$ cat src/rtl/dual_encoder_period_tachometer_top_macros.svh
// Assertion macros shared by the tachometer RTL.
`ifndef DUAL_ENCODER_PERIOD_TACHOMETER_TOP_MACROS_SVH
`define DUAL_ENCODER_PERIOD_TACHOMETER_TOP_MACROS_SVH

// Same-cycle implication, disabled during reset.
`define DEPT_ASSERT_NOW(label, clk, rst_n, ante, cons) \
  label: assert property (@(posedge clk) disable iff (!rst_n) (ante) |-> (cons)) \
    else $error("tachometer assertion failed");

// Next-cycle implication, disabled during reset.
`define DEPT_ASSERT_NEXT(label, clk, rst_n, ante, cons) \
  label: assert property (@(posedge clk) disable iff (!rst_n) (ante) |=> (cons)) \
    else $error("tachometer assertion failed");

`endif

$ cat src/rtl/dept_pkg.sv
// Package with widths, constants, codes and types of the tachometer.
package dept_pkg;

  localparam int BLOCK_LEN  = 6;
  localparam int TIMER_BITS = 16;

  localparam int REQ_W = 2;
  localparam int CAP_W = 16;
  localparam int LIM_W = 20;
  localparam int RUN_W = 22;
  localparam int PER_W = 21;
  localparam int SUM_W = 23;
  localparam int TOT_W = 32;
  localparam int CNT_W = $clog2(BLOCK_LEN);

  localparam logic [LIM_W-1:0] STOP_LIMIT_RESET = LIM_W'(1000000);
  localparam logic [PER_W-1:0] PERIOD_MAX       = {PER_W{1'b1}};
  localparam logic [CAP_W-1:0] CAP_MASK         = CAP_W'((64'd1 << TIMER_BITS) - 64'd1);
  localparam logic signed [RUN_W:0] WRAP_INC    = $signed((RUN_W+1)'(64'd1 << TIMER_BITS));

  localparam int DIV_SHIFT = SUM_W + 4;
  localparam int MUL_W     = DIV_SHIFT;
  localparam logic [MUL_W-1:0] DIV_MUL =
    MUL_W'(((64'd1 << DIV_SHIFT) + 64'(BLOCK_LEN) - 64'd1) / 64'(BLOCK_LEN));

  typedef enum logic [REQ_W-1:0] {
    REQ_WRAP        = 2'd0,
    REQ_RIGHT       = 2'd1,
    REQ_LEFT        = 2'd2,
    REQ_CLEAR_EDGES = 2'd3
  } req_e;

  typedef struct packed {
    logic signed [RUN_W-1:0] running;
    logic [PER_W-1:0]        last;
    logic [SUM_W-1:0]        sum;
    logic [CNT_W-1:0]        count;
    logic [TOT_W-1:0]        total;
  } chan_t;

  typedef struct packed {
    chan_t            ch;
    logic             go;
    logic [SUM_W-1:0] div_sum;
  } cap_res_t;

endpackage

$ cat src/rtl/dept_req_if.sv
// Event input channel of the tachometer.
interface dept_req_if import dept_pkg::*; ();
  logic             valid;
  logic             ready;
  logic [REQ_W-1:0] req_type;
  logic [CAP_W-1:0] capture_value;

  modport source (output valid, req_type, capture_value, input ready);
  modport sink (input valid, req_type, capture_value, output ready);
endinterface

$ cat src/rtl/dept_res_if.sv
// Result output channel of the tachometer.
interface dept_res_if import dept_pkg::*; ();
  logic             valid;
  logic             ready;
  logic [PER_W-1:0] right_period;
  logic [PER_W-1:0] left_period;
  logic [PER_W-1:0] right_average;
  logic [PER_W-1:0] left_average;
  logic [TOT_W-1:0] right_edges;
  logic [TOT_W-1:0] left_edges;

  modport source (output valid, right_period, left_period, right_average, left_average,
                  right_edges, left_edges, input ready);
  modport sink (input valid, right_period, left_period, right_average, left_average,
                right_edges, left_edges, output ready);
endinterface

$ cat src/rtl/dept_cfg_if.sv
// Configuration write channel of the tachometer.
interface dept_cfg_if import dept_pkg::*; ();
  logic             valid;
  logic             ready;
  logic [LIM_W-1:0] stop_limit;

  modport source (output valid, stop_limit, input ready);
  modport sink (input valid, stop_limit, output ready);
endinterface

$ cat src/rtl/dual_encoder_period_tachometer_top.sv
// Top level of the two-channel encoder period tachometer.
// Each accepted event beat is registered in stage one, then in the output result register.
// Throughput: one event per cycle unless back-pressure stalls; channel state updates on accept.
// The block average divide is a reciprocal multiply in the second stage.
// Reset clears all channel state and sets stop_limit to 1000000.
`include "dual_encoder_period_tachometer_top_macros.svh"

module dual_encoder_period_tachometer_top import dept_pkg::*; (
  input  logic clk_i,
  input  logic rst_ni,
  dept_req_if.sink   req_i,
  dept_cfg_if.sink   cfg_i,
  dept_res_if.source res_o
);

  function automatic chan_t chan_wrap(chan_t c, logic [LIM_W-1:0] lim);
    logic signed [RUN_W:0] inc;
    logic signed [RUN_W:0] limx;
    chan_t w;
    inc  = {c.running[RUN_W-1], c.running} + WRAP_INC;
    limx = $signed({{(RUN_W+1-LIM_W){1'b0}}, lim});
    w = c;
    if (inc >= limx) begin
      w.running = $signed({{(RUN_W-LIM_W){1'b0}}, lim});
      w.last    = {{(PER_W-LIM_W){1'b0}}, lim};
    end else begin
      w.running = inc[RUN_W-1:0];
    end
    return w;
  endfunction

  function automatic cap_res_t chan_capture(chan_t c, logic [CAP_W-1:0] cap);
    logic signed [RUN_W:0] p;
    logic [PER_W-1:0]      per;
    logic [SUM_W-1:0]      sum_new;
    logic [CNT_W:0]        cnt_next;
    cap_res_t r;
    p        = {c.running[RUN_W-1], c.running} + $signed({{(RUN_W+1-CAP_W){1'b0}}, cap});
    per      = '0;
    if (p[RUN_W]) begin
      per = '0;
    end else if (p > $signed({2'b00, PERIOD_MAX})) begin
      per = PERIOD_MAX;
    end else begin
      per = p[PER_W-1:0];
    end
    sum_new  = c.sum + SUM_W'(per);
    cnt_next = {1'b0, c.count} + (CNT_W+1)'(1);
    r.ch         = c;
    r.ch.last    = per;
    r.ch.running = -$signed({{(RUN_W-CAP_W){1'b0}}, cap});
    r.ch.total   = c.total + TOT_W'(1);
    r.div_sum    = sum_new;
    if (cnt_next >= (CNT_W+1)'(BLOCK_LEN)) begin
      r.go       = 1'b1;
      r.ch.sum   = '0;
      r.ch.count = '0;
    end else begin
      r.go       = 1'b0;
      r.ch.sum   = sum_new;
      r.ch.count = cnt_next[CNT_W-1:0];
    end
    return r;
  endfunction

  logic [LIM_W-1:0] limit_q;
  chan_t            right_q, right_d;
  chan_t            left_q, left_d;
  logic             s1_valid_q;
  logic             s1_rgo_q, s1_rgo_d;
  logic             s1_lgo_q, s1_lgo_d;
  logic [SUM_W-1:0] s1_rsum_q, s1_rsum_d;
  logic [SUM_W-1:0] s1_lsum_q, s1_lsum_d;
  logic             out_valid_q;
  logic [PER_W-1:0] out_rper_q, out_lper_q;
  logic [PER_W-1:0] out_ravg_q, out_lavg_q;
  logic [TOT_W-1:0] out_redge_q, out_ledge_q;

  logic             out_free;
  logic             s1_adv;
  logic             in_acc;
  logic [CAP_W-1:0] cap_m;
  cap_res_t         rcap, lcap;
  logic [SUM_W+MUL_W-1:0] rprod, lprod;

  assign out_free    = !out_valid_q || res_o.ready;
  assign s1_adv      = s1_valid_q && out_free;
  assign req_i.ready = !s1_valid_q || out_free;
  assign in_acc      = req_i.valid && req_i.ready;
  assign cfg_i.ready = 1'b1;

  assign cap_m = req_i.capture_value & CAP_MASK;
  assign rcap  = chan_capture(right_q, cap_m);
  assign lcap  = chan_capture(left_q, cap_m);

  always_comb begin
    right_d   = right_q;
    left_d    = left_q;
    s1_rgo_d  = 1'b0;
    s1_lgo_d  = 1'b0;
    s1_rsum_d = rcap.div_sum;
    s1_lsum_d = lcap.div_sum;
    unique case (req_e'(req_i.req_type))
      REQ_WRAP: begin
        right_d = chan_wrap(right_q, limit_q);
        left_d  = chan_wrap(left_q, limit_q);
      end
      REQ_RIGHT: begin
        right_d  = rcap.ch;
        s1_rgo_d = rcap.go;
      end
      REQ_LEFT: begin
        left_d   = lcap.ch;
        s1_lgo_d = lcap.go;
      end
      REQ_CLEAR_EDGES: begin
        right_d.total = '0;
        left_d.total  = '0;
      end
      default: begin
      end
    endcase
  end

  always_ff @(posedge clk_i or negedge rst_ni) begin
    if (!rst_ni) begin
      limit_q <= STOP_LIMIT_RESET;
    end else if (cfg_i.valid) begin
      limit_q <= cfg_i.stop_limit;
    end
  end

  always_ff @(posedge clk_i or negedge rst_ni) begin
    if (!rst_ni) begin
      right_q    <= '0;
      left_q     <= '0;
      s1_valid_q <= 1'b0;
      s1_rgo_q   <= 1'b0;
      s1_lgo_q   <= 1'b0;
    end else if (req_i.ready) begin
      s1_valid_q <= req_i.valid;
      if (in_acc) begin
        right_q  <= right_d;
        left_q   <= left_d;
        s1_rgo_q <= s1_rgo_d;
        s1_lgo_q <= s1_lgo_d;
      end else begin
        s1_rgo_q <= 1'b0;
        s1_lgo_q <= 1'b0;
      end
    end
  end

  always_ff @(posedge clk_i) begin
    if (in_acc) begin
      s1_rsum_q <= s1_rsum_d;
      s1_lsum_q <= s1_lsum_d;
    end
  end

  assign rprod = (SUM_W+MUL_W)'(s1_rsum_q) * (SUM_W+MUL_W)'(DIV_MUL);
  assign lprod = (SUM_W+MUL_W)'(s1_lsum_q) * (SUM_W+MUL_W)'(DIV_MUL);

  always_ff @(posedge clk_i or negedge rst_ni) begin
    if (!rst_ni) begin
      out_valid_q <= 1'b0;
      out_ravg_q  <= '0;
      out_lavg_q  <= '0;
    end else if (out_free) begin
      out_valid_q <= s1_valid_q;
      if (s1_adv && s1_rgo_q) begin
        out_ravg_q <= rprod[DIV_SHIFT +: PER_W];
      end
      if (s1_adv && s1_lgo_q) begin
        out_lavg_q <= lprod[DIV_SHIFT +: PER_W];
      end
    end
  end

  always_ff @(posedge clk_i) begin
    if (s1_adv) begin
      out_rper_q  <= right_q.last;
      out_lper_q  <= left_q.last;
      out_redge_q <= right_q.total;
      out_ledge_q <= left_q.total;
    end
  end

  assign res_o.valid         = out_valid_q;
  assign res_o.right_period  = out_rper_q;
  assign res_o.left_period   = out_lper_q;
  assign res_o.right_average = out_ravg_q;
  assign res_o.left_average  = out_lavg_q;
  assign res_o.right_edges   = out_redge_q;
  assign res_o.left_edges    = out_ledge_q;

  `DEPT_ASSERT_NEXT(a_right_edge_inc, clk_i, rst_ni,
    in_acc && req_i.req_type == REQ_RIGHT, right_q.total == $past(right_q.total) + TOT_W'(1))
  `DEPT_ASSERT_NOW(a_block_count_range, clk_i, rst_ni,
    1'b1, right_q.count < CNT_W'(BLOCK_LEN) && left_q.count < CNT_W'(BLOCK_LEN))
  `DEPT_ASSERT_NOW(a_ready_when_empty, clk_i, rst_ni, !out_valid_q, req_i.ready)
  `DEPT_ASSERT_NEXT(a_stage_moves, clk_i, rst_ni, s1_adv, out_valid_q)

endmodule

$ cat src/flat_wrapper.sv
// flat-port wrapper written by rule: the top's interface ports become plain ports
module dual_encoder_period_tachometer_top_flat import dept_pkg::*;
  (clk_i, rst_ni, req_i_valid, req_i_req_type, req_i_capture_value, req_i_ready, cfg_i_valid, cfg_i_stop_limit, cfg_i_ready, res_o_valid, res_o_right_period, res_o_left_period, res_o_right_average, res_o_left_average, res_o_right_edges, res_o_left_edges, res_o_ready);
  dept_req_if req_i_i ();
  dept_cfg_if cfg_i_i ();
  dept_res_if res_o_i ();
  input  logic clk_i;
  input  logic rst_ni;
  input wire logic [$bits(req_i_i.valid)-1:0] req_i_valid;
  input wire logic [$bits(req_i_i.req_type)-1:0] req_i_req_type;
  input wire logic [$bits(req_i_i.capture_value)-1:0] req_i_capture_value;
  output wire logic [$bits(req_i_i.ready)-1:0] req_i_ready;
  input wire logic [$bits(cfg_i_i.valid)-1:0] cfg_i_valid;
  input wire logic [$bits(cfg_i_i.stop_limit)-1:0] cfg_i_stop_limit;
  output wire logic [$bits(cfg_i_i.ready)-1:0] cfg_i_ready;
  output wire logic [$bits(res_o_i.valid)-1:0] res_o_valid;
  output wire logic [$bits(res_o_i.right_period)-1:0] res_o_right_period;
  output wire logic [$bits(res_o_i.left_period)-1:0] res_o_left_period;
  output wire logic [$bits(res_o_i.right_average)-1:0] res_o_right_average;
  output wire logic [$bits(res_o_i.left_average)-1:0] res_o_left_average;
  output wire logic [$bits(res_o_i.right_edges)-1:0] res_o_right_edges;
  output wire logic [$bits(res_o_i.left_edges)-1:0] res_o_left_edges;
  input wire logic [$bits(res_o_i.ready)-1:0] res_o_ready;
  assign req_i_i.valid = req_i_valid;
  assign req_i_i.req_type = req_i_req_type;
  assign req_i_i.capture_value = req_i_capture_value;
  assign req_i_ready = req_i_i.ready;
  assign cfg_i_i.valid = cfg_i_valid;
  assign cfg_i_i.stop_limit = cfg_i_stop_limit;
  assign cfg_i_ready = cfg_i_i.ready;
  assign res_o_valid = res_o_i.valid;
  assign res_o_right_period = res_o_i.right_period;
  assign res_o_left_period = res_o_i.left_period;
  assign res_o_right_average = res_o_i.right_average;
  assign res_o_left_average = res_o_i.left_average;
  assign res_o_right_edges = res_o_i.right_edges;
  assign res_o_left_edges = res_o_i.left_edges;
  assign res_o_i.ready = res_o_ready;
  dual_encoder_period_tachometer_top u_core (.clk_i(clk_i), .rst_ni(rst_ni), .req_i(req_i_i), .cfg_i(cfg_i_i), .res_o(res_o_i));
endmodule
$ cat config.mk
export PLATFORM = sky130hd
export DESIGN_NAME = dual_encoder_period_tachometer_top_flat
export DESIGN_NICKNAME = d
export VERILOG_FILES = /design/src/rtl/dept_pkg.sv /design/src/rtl/dept_req_if.sv /design/src/rtl/dept_res_if.sv /design/src/rtl/dept_cfg_if.sv /design/src/rtl/dual_encoder_period_tachometer_top.sv /design/src/flat_wrapper.sv
export VERILOG_INCLUDE_DIRS = /design/src /design/src/rtl
export SDC_FILE = /design/constraint.sdc
export NUM_CORES = 2
export LEC_CHECK = 0
export ABC_AREA = 0
export BUFFER_PORTS_ARGS = -buffer_cell sky130_fd_sc_hd__buf_2
export CAP_MARGIN = 20
export CORE_MARGIN = 2
export CORE_UTILIZATION = 40
export DETAILED_ROUTE_END_ITERATION = 16
export GPL_TIMING_DRIVEN = 0
export PLACE_DENSITY = 0.54
export SLEW_MARGIN = 5
export SYNTH_ARGS = -nofsm -noshare
export SYNTH_HDL_FRONTEND = slang
export SYNTH_SLANG_ARGS = --single-unit
$ cat constraint.sdc
create_clock -name clk_i -period 8.88 [get_ports clk_i]
set_clock_uncertainty 0.05 [all_clocks]
set_input_delay 1.332 -clock clk_i [delete_from_list [all_inputs] [get_ports clk_i]]
set_output_delay 1.332 -clock clk_i [all_outputs]
set_load 0.02 [all_outputs]
## Word-level counts from Yosys, hierarchy flattened

Index checks and enable logic that the tools add are counted.
Widths: inputs -> output; s select.

- Bits in registers: 420
- Latch bits: 0
- RAM bits: 0
- Bits in read-only memories: 0
- Input port bits: 43
- Memories kept: 0

- Add/subtract/negate cells: 11
- Multipliers: 2
- Divide/modulo/power cells: 0
- Magnitude comparators: 6
- Equality and inequality tests: 5
- Shift operators: 0
- Mux-type cells: 20
- Bitwise operators: 1
- Reduce and logical (&&, ||, !) cells: 23

Operators with widths:

| kind | number |
|---|---|
| $pmux 69 s2 | 2 |
| $pmux 32 s2 | 2 |
| $mux 21 | 6 |
| $mul 23x24->47 const B | 2 |
| $add 32x1->32 const B | 2 |
| $mux 26 | 2 |
| $add 22x17->23 | 2 |
| $add 22x18->23 const B | 2 |
| $add 23x21->23 | 2 |
| $ge 23x21->1 | 2 |
| $gt 23x22->1 const B | 2 |
| $mux 22 | 2 |
| $neg 16->22 | 1 |
| $reduce_and 4->1 | 4 |
| $reduce_and 3->1 | 4 |
| $add 3x1->4 const B | 2 |
| $ge 4x3->1 const B | 2 |
| $reduce_bool 2->1 | 4 |
| $mux 1 | 6 |
| $eq 2x2->1 const B | 2 |
| $logic_and 1x1->1 | 4 |
| $ne 2x1->1 const B | 2 |
| $reduce_and 2->1 | 2 |
| $eq 2x1->1 const B | 1 |
| 4 further kinds | 6 |

## Longest topological paths before layout

- Depth after elaboration: 7
- Gate-level depth with buffers: 25

## Worst setup path after synthesis

Ideal clock, no wire load.

- Path type: reg2reg
- Start: reg u_core.s1_lsum_q[10]
- End: reg u_core.out_lavg_q[18] (netlist: u_core.res_o.left_average[18])
- Library setup time: 124 ps
- Arrival: 6315 ps
- Required time: 8706 ps
- Slack: 2391 ps
- Cell stages (with the launch flop): 24
- Buffers on the path: 1
- Clock period less this slack: 6489 ps
- Cells stage by stage: edfxtp_1 ha_1 fa_1 inv_1 fa_1 inv_1 fa_1 fa_1 inv_1 fa_1 fa_1 inv_1 ha_1 clkbuf_1 a211o_1 a31oi_1 o21ai_0 a21oi_1 a211oi_2 o21ai_1 a21o_1 o2111a_1 nor4b_2 a211o_1

- Cells in the longest elaborated chain, start to end: 1

Ends and longest elaborated chain:

| what | line | text |
|---|---|---|
| from (decl) | dual_encoder_period_tachometer_top.sv:73 | `logic [SUM_W-1:0] s1_lsum_q, s1_lsum_d;` |
| from (signal assigned) | dual_encoder_period_tachometer_top.sv:157 | `s1_lsum_q <= s1_lsum_d;` |
| $mul 23x24->47 | dual_encoder_period_tachometer_top.sv:162 | `assign lprod = (SUM_W+MUL_W)'(s1_lsum_q) * (SUM_W+MUL_W)'(DIV_MUL);` |
| to (signal assigned) | dual_encoder_period_tachometer_top.sv:175 | `out_lavg_q <= lprod[DIV_SHIFT +: PER_W];` |
| to (decl) | dual_encoder_period_tachometer_top.sv:76 | `logic [PER_W-1:0] out_ravg_q, out_lavg_q;` |

No other way between the ends.
A chain may end at the register's enable or synchronous reset.

## Final worst setup path

- Start: reg u_core.s1_lsum_q[17]
- End: reg u_core.out_lavg_q[19] (netlist: u_core.res_o.left_average[19])

The elaborated chain is that of the path after synthesis.

==> impl_metrics.ini <==
[run_status]
outcome = finished clean

[yosys]
synth_cell_type_count = 85
synth_top_flop_cell = dfrtp_1
synthSimpleGateAreaFrac_pct = 10.1
ys_ff_latch = 420
syn_area_sq_um = 35000
synth_fa_ha_area_share_pct = 34.1
synth_top_family_by_area = adder cells
yosysWarnings = 0
yosysSeqAreaShare_pct = 32.2
synth_compound_area_share_pct = 12.7
synth_edf_count = 152
synth.avg_cell_area_sq_um = 10.4
syn_nets = 4194
synth-xor-area-share_pct = 4.53
netlist_instances = 3372
muxShareOfSynthArea_pct = 0.297
async_reset_ff_share_pct = 63.8

[drt]
vias = 24853
postRouteAntennaNets = 0
remaining_drc_errors = 0
drtIter0Drc = 1377
wirelength_microns = 89600
via_per_inst = 5.16
drtPass1Iterations = 5
routedWlPerCell_microns = 18.6

[hold_path]
holdPathEnd = u_core.res_o.left_period[14]
hold_depth = 0
hold_start = u_core.left_q[72]
hold_class = reg -> reg

[final_layout]
seqCellArea_sq_um = 11300
area_growth_syn_to_layout_pct = 12.5
fillCellCount = 8398
final_core_util_pct = 45.4
multi_input_area_sq_um = 21600
final_nets = 4442
drive_gt1_share_pct = 9.23

[setup_path]
cp.buffers_inverters = 2
start_kind = flop
crit_fanout = 5
cp-end-kind = flop
r2r-end = u_core.res_o.left_average[19]
arrival_ps = 7780
ff2ff_path_depth = 20
r2r_slack_ps = 1570
r2r_start = u_core.s1_lsum_q[17]
worst_path_dominant_cell_family = adder cells
crit_top_cell = fa_1
slowest_delay_ps = 700
crit_type = reg -> reg
cp_cell_sequence = ha_1 > fa_1 > fa_1 > fa_1 > inv_1 > fa_1 > fa_1 > fa_1 > inv_1 > ha_1 > and3_1 > nand4_1 > a211oi_1 > nand3_1 > a211oi_2 > o21ai_1 > a21o_1 > o21bai_1 > mux2i_1 > nand3_1
slowest_stage = fa_1
critPathRequiredTime_ps = 9350

[grt]
grt_usage_pct = 20.5
overflow = 0
grt_pass1_vias = 25581
grt_start_max_net_pins = 103
grt_pass1_wl_microns = 145000
antenna_found_initial = 4

[floorplanning]
num_rows = 108
core-area_sq_um = 86800
die-area_sq_um = 89900
die_h_microns = 300
ios = 194
chipWidth_microns = 300
start_util_pct = 40.4

[timing]
period_needed_ps = 7310
relSlewSlack_pct = 25.5
fin_tns_setup_ps = 0
rsz0062_at_grt = false
final_max_slew_viol_count = 0
hold_viol = 0
final-setup-viol-count = 0
fin_crit_sh_pct = 82.3
max_freq_ghz = 0.137
tightest_slew_ps = 1110

[placed_design]
numPortBuffers = 190
gp_congestion = 0.899
hpwl_microns = 72200

[clocking]
clock-sinks = 420
htreeDepth = 2
clock_latency_ps = 640
cts_root_buffer = clkbuf_16
cts.repair.resized = 0
path_clk_slew_ps = 60
cts_tree = yes
cts_setup_buffers = 0
numCtsBuffers = 51
holdBufCountCts = 0
cts_buffer_depth = 3

[run]
cap_violations = 0
Yosys cell counts, drive strengths merged (5+ instances only):
| cell type | number | area [sq um] |
|---|---|---|
| edfxtp | 152 | 4560 |
| o22a | 7 | 61.3 |
| inv | 476 | 1790 |
| nor4 | 9 | 62.6 |
| nand4 | 29 | 181 |
| xnor2 | 105 | 920 |
| a21oi | 127 | 639 |
| dfstp | 7 | 184 |
| nand2b | 23 | 144 |
| or3 | 13 | 81.3 |
| a31oi | 18 | 113 |
| dfrtp | 261 | 6530 |
| nand2 | 264 | 991 |
| nand3 | 61 | 305 |
| nor2 | 216 | 813 |
| mux2i | 7 | 70.1 |
| and3 | 35 | 219 |
| a221o | 22 | 220 |
| or2 | 7 | 43.8 |
| o21a | 23 | 173 |
| o21ai | 177 | 908 |
| and2 | 8 | 50.1 |
| clkbuf | 66 | 248 |
| a21boi | 5 | 37.5 |
| a211oi | 21 | 168 |
| xor2 | 76 | 666 |
| fa | 292 | 5850 |
| ha | 487 | 6090 |
| a21o | 74 | 556 |
| o211ai | 13 | 97.6 |
| a31o | 11 | 96.3 |
| o221ai | 21 | 184 |
| a22o | 34 | 298 |
| a22oi | 23 | 173 |
| o21bai | 15 | 113 |
| a41oi | 6 | 52.6 |
| buf | 16 | 83.8 |
| o22ai | 5 | 31.3 |
| nor3 | 57 | 285 |
| and4 | 9 | 78.8 |
| nor2b | 25 | 156 |
| o31ai | 11 | 92.6 |
layout make-up:
| class | count | share of cell area [%] |
|---|---|---|
| Tap cell | 1155 | 3.67 |
| Timing Repair Buffer | 195 | 2.75 |
| Antenna cell | 1 | 0.00635 |
| Clock buffer | 71 | 3.80 |
| Buffer | 82 | 0.842 |
| Multi-Input combinational cell | 2394 | 54.9 |
| Clock inverter | 25 | 0.918 |
| Inverter | 476 | 4.53 |
| Sequential cell | 420 | 28.6 |
worst max path at each step:
stage | startpoint | to | slack, ps | depth (start not counted)
global route | u_core.s1_lsum_q[10] | u_core.res_o.left_average[19] | 990 | 22
finish | u_core.s1_lsum_q[17] | u_core.res_o.left_average[19] | 1570 | 20
detailed placement | u_core.s1_lsum_q[17] | u_core.res_o.left_average[19] | 1490 | 20
floorplan | u_core.s1_lsum_q[10] | u_core.res_o.left_average[18] | 2390 | 23
CTS | u_core.s1_lsum_q[17] | u_core.res_o.left_average[19] | 1470 | 20
global placement | res_o_ready | u_core.res_o.left_average[9] | 80 | 8
cells in the final DEF, fill, tap and decap left out, drive strengths merged, types with 8 or more instances in the layout:
| master | count |
|---|---|
| ha | 487 |
| inv | 479 |
| fa | 292 |
| nand2 | 264 |
| dfrtp | 261 |
| nor2 | 216 |
| buf | 211 |
| o21ai | 177 |
| edfxtp | 152 |
| clkbuf | 137 |
| a21oi | 127 |
| xnor2 | 105 |
| xor2 | 76 |
| a21o | 74 |
| nand3 | 61 |
| nor3 | 57 |
| and3 | 35 |
| a22o | 34 |
| nand4 | 29 |
| nor2b | 25 |
| o21a | 23 |
| nand2b | 23 |
| a22oi | 23 |
| a221o | 22 |
| o221ai | 21 |
| a211oi | 21 |
| a31oi | 18 |
| o21bai | 15 |
| clkinv | 14 |
| o211ai | 13 |
| or3 | 13 |
| a31o | 11 |
| o31ai | 11 |
| and4 | 9 |
| nor4 | 9 |
| and2 | 8 |
logic make-up after synthesis:
group	after synthesis
other	1
XOR/XNOR	181
AO/OA/AOI/OAI	651
adder cells (fa/ha/maj)	779
flip-flops	420
AND/OR/NAND/NOR	772
buffers and inverters	558
multiplexers	10
worst reg2reg max path, stage by stage (launching register included):
cell and delay, ps:
edfxtp_1 460, ha_1 380, fa_1 530, fa_1 640, fa_1 700, inv_1 130, fa_1 540, fa_1 530
fa_1 540, inv_1 40, ha_1 350, and3_1 250, nand4_1 200, a211oi_1 290, nand3_1 240, a211oi_2 290
o21ai_1 180, a21o_1 250, o21bai_1 300, mux2i_1 240, nand3_1 80
registers in the layout, indices dropped and copies added, names as in the netlist:
signal / cells
u_core.res_o.right_edges: 32
u_core.left_q: 101
u_core.s1_lgo_q: 1
u_core.right_q: 101
u_core.res_o.left_period: 21
u_core.s1_rsum_q: 23
u_core.res_o.right_period: 21
u_core.res_o.right_average: 21
u_core.s1_rgo_q: 1
u_core.res_o.left_edges: 32
u_core.s1_lsum_q: 23
u_core.s1_valid_q: 1
u_core.res_o.valid: 1
u_core.res_o.left_average: 21
u_core.limit_q: 20
metal layers:
layer / GRT usage, % / share of wire, %
met5: 0 / 0.037
met2: 33.1 / 46
met1: 29.1 / 48
met4: 5.18 / 2.4
met3: 2.62 / 3.9
metrics by stage:
stage | setup slack (ps) | cells | hold slack [ps] | area (sq um)
3_3_place_gp | 82.1 | 4717 | 386 | 37400
3_5_place_dp | 1490 | 4722 | 391 | 37500
2_1_floorplan | 2390 | 3372 | 375 | 35000
4_1_cts | 1470 | 4818 | 403 | 39400
6_report | 1570 | 4819 | 406 | 39400
5_1_grt | 986 | 4818 | 411 | 39400
Power is not shown: default switching activity piles up to over one toggle a cycle in this logic, so the estimate is an artifact.
